[src/hdl/dspad_pkg.sv]
// Shared types and constants of the ADPCM decoder.
package dspad_pkg;

  // Coefficient table
  localparam int NUM_PAIRS = 8;
  localparam int PAIR_W    = 32;
  localparam int IDX_W     = 3;
  localparam int ADDR_W    = 5;

  // Accumulator wide enough that the predictor sum never wraps
  localparam int ACC_W   = 34;
  localparam int FRAC_W  = 11;

  localparam logic signed [ACC_W-1:0] ROUND_HALF = ACC_W'(34'sh400);
  localparam logic signed [ACC_W-1:0] SAMPLE_MAX = ACC_W'(34'sd32767);
  localparam logic signed [ACC_W-1:0] SAMPLE_MIN = -ACC_W'(34'sd32768);

  // Item modes
  localparam logic [1:0] MODE_HEADER = 2'd0;
  localparam logic [1:0] MODE_DATA   = 2'd1;
  localparam logic [1:0] MODE_LOAD   = 2'd2;

  typedef struct packed {
    logic [1:0]         mode;
    logic [7:0]         data_byte;
    logic signed [15:0] load_prev1;
    logic signed [15:0] load_prev2;
  } item_t;

  typedef struct packed {
    logic signed [15:0] sample;
    logic               second_of_pair;
  } result_t;

  // Control of the shared multiply-accumulate unit
  typedef struct packed {
    logic en;
    logic load;
  } mac_ctrl_t;

endpackage

[src/hdl/dspad_ram.sv]
// Generic RAM: one write port, two registered read ports.
module dspad_ram #(
  parameter int WIDTH = 32,
  parameter int DEPTH = 8
) (
  input  logic                     clk,
  input  logic                     wr_en,
  input  logic [$clog2(DEPTH)-1:0] wr_addr,
  input  logic [WIDTH-1:0]         wr_data,
  input  logic [$clog2(DEPTH)-1:0] rd_addr_a,
  output logic [WIDTH-1:0]         rd_data_a,
  input  logic [$clog2(DEPTH)-1:0] rd_addr_b,
  output logic [WIDTH-1:0]         rd_data_b
);

  logic [WIDTH-1:0] mem [DEPTH];

  // Write, then register both reads
  always_ff @(posedge clk) begin
    if (wr_en) begin
      mem[wr_addr] <= wr_data;
    end
    rd_data_a <= mem[rd_addr_a];
    rd_data_b <= mem[rd_addr_b];
  end

endmodule

[src/hdl/dspad_mac.sv]
// Shared 16x16 signed multiply-accumulate unit of the predictor.
module dspad_mac (
  input  logic                                clk,
  input  dspad_pkg::mac_ctrl_t                ctrl,
  input  logic signed [dspad_pkg::ACC_W-1:0]  base,
  input  logic signed [15:0]                  mul_a,
  input  logic signed [15:0]                  mul_b,
  output logic signed [dspad_pkg::ACC_W-1:0]  acc
);

  logic signed [31:0]                 product;
  logic signed [dspad_pkg::ACC_W-1:0] addend;

  // One product per cycle while enabled, added to a fresh base or to the running sum
  assign product = mul_a * mul_b;
  assign addend  = ctrl.load ? base : acc;

  always_ff @(posedge clk) begin
    if (ctrl.en) begin
      acc <= addend + dspad_pkg::ACC_W'(product);
    end
  end

endmodule

[src/hdl/dsp_adpcm_decoder_unit.sv]
// Top level of the 4-bit ADPCM decoder with its register port.
//
// Decodes one byte-wide item at a time. A header or load-history
// transaction is absorbed in the cycle it is accepted and produces no
// result. A data byte holds item_stall high until both of its samples
// have been issued: the sequencer first reads the coefficient pair from
// the table RAM, then per nibble makes two passes through the single
// shared 16x16 multiply-accumulate unit (c1*prev1, then c2*prev2) and
// then rounds, clamps and issues the sample. Each result waits in the
// output register; while it is stalled the sequencer holds before
// issuing the next one, so a stalled result channel also delays the
// next data byte. The coefficient table comes out of reset as all
// zeros.
module dsp_adpcm_decoder_unit (
  input  logic                              clk,
  input  logic                              rst,
  // item channel
  input  logic                              item_valid,
  output logic                              item_stall,
  input  dspad_pkg::item_t                  item,
  // result channel
  output logic                              result_valid,
  input  logic                              result_stall,
  output dspad_pkg::result_t                result,
  // register port
  input  logic                              psel,
  input  logic                              penable,
  input  logic                              pwrite,
  input  logic [dspad_pkg::ADDR_W-1:0]      paddr,
  input  logic [dspad_pkg::PAIR_W-1:0]      pwdata,
  output logic [dspad_pkg::PAIR_W-1:0]      prdata,
  output logic                              pready
);

  typedef enum logic [4:0] {
    S_IDLE  = 5'b00001,
    S_FETCH = 5'b00010,
    S_MAC1  = 5'b00100,
    S_MAC2  = 5'b01000,
    S_DONE  = 5'b10000
  } state_t;

  state_t state, state_next;

  logic signed [15:0]               prev1;
  logic signed [15:0]               prev2;
  logic [3:0]                       exponent;
  logic [dspad_pkg::IDX_W-1:0]      coef_idx;
  logic [3:0]                       nibble;
  logic [3:0]                       low_nibble;
  logic                             second;

  logic                             item_take;
  logic                             cfg_write;
  logic [dspad_pkg::IDX_W-1:0]      cfg_idx;
  logic [dspad_pkg::NUM_PAIRS-1:0]  pair_written;
  logic                             pair_ok_a;
  logic                             pair_ok_b;
  logic [dspad_pkg::PAIR_W-1:0]     ram_data_a;
  logic [dspad_pkg::PAIR_W-1:0]     ram_data_b;
  logic [dspad_pkg::PAIR_W-1:0]     coef_pair;

  dspad_pkg::mac_ctrl_t             mac_ctrl;
  logic signed [dspad_pkg::ACC_W-1:0] base;
  logic signed [dspad_pkg::ACC_W-1:0] nib_ext;
  logic [4:0]                       shamt;
  logic signed [15:0]               mul_a;
  logic signed [15:0]               mul_b;
  logic signed [dspad_pkg::ACC_W-1:0] acc;
  logic signed [dspad_pkg::ACC_W-1:0] y_full;
  logic signed [15:0]               y_clamped;
  logic                             out_free;
  logic                             issue;

  // Handshakes
  assign item_stall = (state != S_IDLE);
  assign item_take  = item_valid && !item_stall;
  assign pready     = 1'b1;
  assign cfg_write  = psel && penable && pwrite && pready;
  assign cfg_idx    = paddr[dspad_pkg::ADDR_W-1:2];

  // Coefficient table
  dspad_ram #(
    .WIDTH (dspad_pkg::PAIR_W),
    .DEPTH (dspad_pkg::NUM_PAIRS)
  ) u_coef_ram (
    .clk       (clk),
    .wr_en     (cfg_write),
    .wr_addr   (cfg_idx),
    .wr_data   (pwdata),
    .rd_addr_a (coef_idx),
    .rd_data_a (ram_data_a),
    .rd_addr_b (cfg_idx),
    .rd_data_b (ram_data_b)
  );

  // Track written entries; an unwritten entry reads as zero
  always_ff @(posedge clk) begin
    if (rst) begin
      pair_written <= '0;
      pair_ok_a    <= 1'b0;
      pair_ok_b    <= 1'b0;
    end else begin
      if (cfg_write) begin
        pair_written[cfg_idx] <= 1'b1;
      end
      pair_ok_a <= pair_written[coef_idx];
      pair_ok_b <= pair_written[cfg_idx];
    end
  end

  assign coef_pair = pair_ok_a ? ram_data_a : '0;
  assign prdata    = pair_ok_b ? ram_data_b : '0;

  // Scaled nibble plus rounding half
  assign nib_ext = dspad_pkg::ACC_W'(signed'(nibble));
  assign shamt   = {1'b0, exponent} + 5'(dspad_pkg::FRAC_W);
  assign base    = (nib_ext <<< shamt) + dspad_pkg::ROUND_HALF;

  // Operand select for the shared unit
  assign mul_a = (state == S_MAC1) ? signed'(coef_pair[15:0]) : signed'(coef_pair[31:16]);
  assign mul_b = (state == S_MAC1) ? prev1 : prev2;

  assign mac_ctrl.en   = (state == S_MAC1) || (state == S_MAC2);
  assign mac_ctrl.load = (state == S_MAC1);

  dspad_mac u_mac (
    .clk   (clk),
    .ctrl  (mac_ctrl),
    .base  (base),
    .mul_a (mul_a),
    .mul_b (mul_b),
    .acc   (acc)
  );

  // Drop fraction (floor) and clamp to 16 bits
  assign y_full = acc >>> dspad_pkg::FRAC_W;

  always_comb begin
    if (y_full > dspad_pkg::SAMPLE_MAX) begin
      y_clamped = 16'sh7FFF;
    end else if (y_full < dspad_pkg::SAMPLE_MIN) begin
      y_clamped = -16'sh8000;
    end else begin
      y_clamped = y_full[15:0];
    end
  end

  assign out_free = !result_valid || !result_stall;
  assign issue    = (state == S_DONE) && out_free;

  // Sequencer
  always_comb begin
    state_next = state;
    case (state)
      S_IDLE: begin
        if (item_take && (item.mode == dspad_pkg::MODE_DATA)) begin
          state_next = S_FETCH;
        end
      end
      S_FETCH: state_next = S_MAC1;
      S_MAC1:  state_next = S_MAC2;
      S_MAC2:  state_next = S_DONE;
      S_DONE: begin
        if (out_free) begin
          state_next = second ? S_IDLE : S_MAC1;
        end
      end
      default: state_next = S_IDLE;
    endcase
  end

  always_ff @(posedge clk) begin
    if (rst) begin
      state    <= S_IDLE;
      prev1    <= '0;
      prev2    <= '0;
      exponent <= '0;
      coef_idx <= '0;
    end else begin
      state <= state_next;
      if (item_take) begin
        case (item.mode)
          dspad_pkg::MODE_HEADER: begin
            exponent <= item.data_byte[3:0];
            coef_idx <= item.data_byte[6:4];
          end
          dspad_pkg::MODE_LOAD: begin
            prev1 <= item.load_prev1;
            prev2 <= item.load_prev2;
          end
          default: ;
        endcase
      end else if (issue) begin
        // Shift the history
        prev2 <= prev1;
        prev1 <= y_clamped;
      end
    end
  end

  // Nibble holding: high nibble first, then low
  always_ff @(posedge clk) begin
    if (item_take) begin
      nibble     <= item.data_byte[7:4];
      low_nibble <= item.data_byte[3:0];
      second     <= 1'b0;
    end else if (issue) begin
      nibble <= low_nibble;
      second <= 1'b1;
    end
  end

  // Output register
  always_ff @(posedge clk) begin
    if (rst) begin
      result_valid <= 1'b0;
    end else if (issue) begin
      result_valid <= 1'b1;
    end else if (!result_stall) begin
      result_valid <= 1'b0;
    end
  end

  always_ff @(posedge clk) begin
    if (issue) begin
      result.sample         <= y_clamped;
      result.second_of_pair <= second;
    end
  end

endmodule

[config.mk]
export PLATFORM = sky130hd
export DESIGN_NAME = dsp_adpcm_decoder_unit
export DESIGN_NICKNAME = d
export VERILOG_FILES = /design/src/hdl/dspad_pkg.sv /design/src/hdl/dspad_ram.sv /design/src/hdl/dspad_mac.sv /design/src/hdl/dsp_adpcm_decoder_unit.sv
export SDC_FILE = /design/constraint.sdc
export NUM_CORES = 1
export LEC_CHECK = 0
export ABC_AREA = 1
export BUFFER_PORTS_ARGS = -buffer_cell sky130_fd_sc_hd__buf_2
export CAP_MARGIN = 5
export CORE_UTILIZATION = 62
export DETAILED_ROUTE_END_ITERATION = 8
export GPL_ROUTABILITY_DRIVEN = 1
export HOLD_SLACK_MARGIN = 0.06
export PLACE_DENSITY = 0.88
export SYNTH_ARGS = -nofsm -noshare
export SYNTH_HDL_FRONTEND = slang
export SYNTH_SLANG_ARGS = --single-unit
[constraint.sdc]
create_clock -name clk -period 12.4 [get_ports clk]
set_input_delay 1.86 -clock clk [delete_from_list [all_inputs] [get_ports clk]]
set_output_delay 1.86 -clock clk [all_outputs]
set_load 0.03 [all_outputs]
==> run summary <==
CP Max Fanout = 44
met3 WL post-DR = 9.32 mm
initial antenna violation count = 7
Synth Flop Type = edfxtp_1
area of the mapped netlist = 0.0301 sq mm
Die W = 222 um
Post-DRT Antenna Nets = 0
ys async rst share = 0
max-slew violations = 0
slowest stage delay, CP = 0.65 ns
status = complete, no violations
global-route wire length before repair = 131 mm
clock-pin transition on the worst setup and hold timing paths = 0.07 ns
register area share after synthesis = 0.394
Global Route Usage Sum = 0.343
clock skew = 0.0360 ns
num ports = 138
starting density of the core = 0.629
total power = 3.48 mW
Tmin final = 8.14 ns
drt total wl = 84.7 mm
measured slew at the worst slew-check pin = 1.12 ns
Cells after Synth = 3182
Top Family by Delay on Critical Path = adder cells
WP data required = 12.73 ns
setup TNS = 0 ns
Syn Nets = 3677
commonest non-fill, non-tap cells in the layout = inv_1 (598), nand2_1 (482), edfxtp_1 (315), fa_1 (305), nor2_1 (282)
wl on met1 = 29.1 mm
Rows = 80
Worst VDD drop = 0.121 mV
CTS max path bufs = 3
I/O Buffers = 134
largest net degree at the start of global routing = 88
RSZ-0062 raised after global routing = no
aggregate global routing overflow = 0
Slew HR = 0.249
Final GP Congestion = 0.983
CP arrival = 8.48 ns
setup bufs post-CTS = 0
clk sinks = 435
Worst Path Buf+Inv = 10
die extent in y = 222 um
hold crit path type = reg2reg
crit path kind = reg2reg
CTS tree = built
CP Launch Type = flop
Initial DRC Count = 2973
# setup viols final = 0
vias in the first global route = 24900
Distinct cells, synth = 56
Fmax = 0.123 GHz
Setup crit end kind = flop
Yosys warnings = 0
post-synthesis area per instance = 9.45 sq um
Core ar. = 0.0478 sq mm
final hold violation count = 0
wire per inst = 21.6 um
Synth top area share = 0.314
die area = 0.0494 sq mm
Yosys top cell by area = edfxtp_1
Lkg Pwr = 14.5 nW
vias per cell = 6.16
fin crit share = 0.656
drt pass-1 iters = 8
Post-synth EDFFs = 315
CTS H-Tree Depth = 2
WL met2 = 41.3 mm
CTS Hold Bufs = 0
CTS root buffer = clkbuf_16
post-DP HPWL = 58.0 mm
Yosys reg bits = 435
CTS buffer count = 42
max cap viols = 0
CP max-delay cell = fa_1
clk_lat worst skew = 0.58 ns
share of layout cells above drive strength 1 = 0.106
Resized Gates After CTS = 0
DR top layer = met5
Most common cell on crit path = inv_1
nets = 3763
Vias = 24200
Area Growth Syn to Fin = 9.21%
Power Density = 106 mW/mm^2
commonest non-fill, non-tap cell in the layout = inv_1
Synth area leaders = edfxtp_1 (31%), fa_1 (20%), dfxtp_1 (8.0%)
drc violations = 0
registers in the layout (all words and copies together) (netlist names), 5 cells and up:
register,cells
pair_written,8
prev1,16
prev2,16
result,17
state,5
u_coef_ram.mem,256
u_coef_ram.rd_data_a,32
u_coef_ram.rd_data_b,32
u_mac.acc,34
worst reg2reg max path: cells and delay by family, from the launching register on:
kind | cells | cell delay (ns)
AND/OR/NAND/NOR | 9 | 1.58
AO/OA/AOI/OAI | 2 | 0.67
buffers and inverters | 10 | 1.61
flip-flops | 1 | 0.35
adder cells (fa/ha/maj) | 7 | 3.73
area by class of cell:
class                      instances  area [sq um]
multi-input combinational       1991         15400
fill                            3348         15000
sequential                       435         11900
inverter                         621          2330
clock buffer                      60          1230
timing repair buffer             177           993
tap                              615           769
clock inverter                    17           248
antenna                            4          10.0
cells in the mapped netlist, types with 22 or more instances:
| cell type | n |
|---|---|
| clkbuf_1 | 83 |
| o22ai_1 | 35 |
| ha_1 | 104 |
| inv_1 | 599 |
| a22oi_1 | 35 |
| a21oi_1 | 169 |
| a221oi_1 | 41 |
| o21ai_0 | 211 |
| dfxtp_1 | 120 |
| nand2_1 | 482 |
| fa_1 | 305 |
| or2_2 | 25 |
| buf_2 | 36 |
| xor2_1 | 22 |
| nor2_1 | 288 |
| nand3_1 | 48 |
| edfxtp_1 | 315 |
| a31oi_1 | 51 |
per-layer routing:
| metal | vias up | GRT usage |
|---|---|---|
| li1 | 10500 | - |
| met1 | 11600 | 0.406 |
| met2 | 1672 | 0.587 |
| met3 | 395 | 0.0725 |
| met4 | 10 | 0.185 |
| met5 | - | 0 |
metrics by stage:
stage / utilization / worst slack (ns) / hold WS, ns / instance area [sq um] / cells
3_3_place_gp: 0.656 / 4.50 / 0.430 / 31400 / 3839
6_report: 0.687 / 4.26 / 0.455 / 32900 / 3920
5_1_grt: 0.687 / 3.67 / 0.458 / 32800 / 3918
2_1_floorplan: - / 5.97 / 0.408 / 30100 / 3182
3_5_place_dp: 0.656 / 4.34 / 0.434 / 31400 / 3839
4_1_cts: 0.686 / 4.33 / 0.450 / 32800 / 3916
final timing paths:
path,end,slack [ns],startpoint,cells after the start
min,result[0]$_DFFE_PP_,0.46,second$_SDFFE_PP0P_,0
min reg2reg,result[0]$_DFFE_PP_,0.46,second$_SDFFE_PP0P_,0
max reg2reg,u_mac.acc[33]$_DFFE_PP_,4.26,state[0]$_SDFFE_PP1P_,28
max,u_mac.acc[33]$_DFFE_PP_,4.26,state[0]$_SDFFE_PP1P_,28
logic make-up after synthesis:
kind of cell | share of synthesized area
simple gates | 0.132
buf+inv | 0.0967
compound gates | 0.121
flops | 0.394
fa+ha+maj | 0.246
xor+xnor | 0.00990
other cells | 0.000125
where the power goes:
group,leakage [nW],internal [mW],switching (mW)
Combinational,9.93,0.150,0.327
Sequential,3.84,1.61,0.0264
Clock,0.728,0.790,0.581
Power figures use the tool's default switching activity.
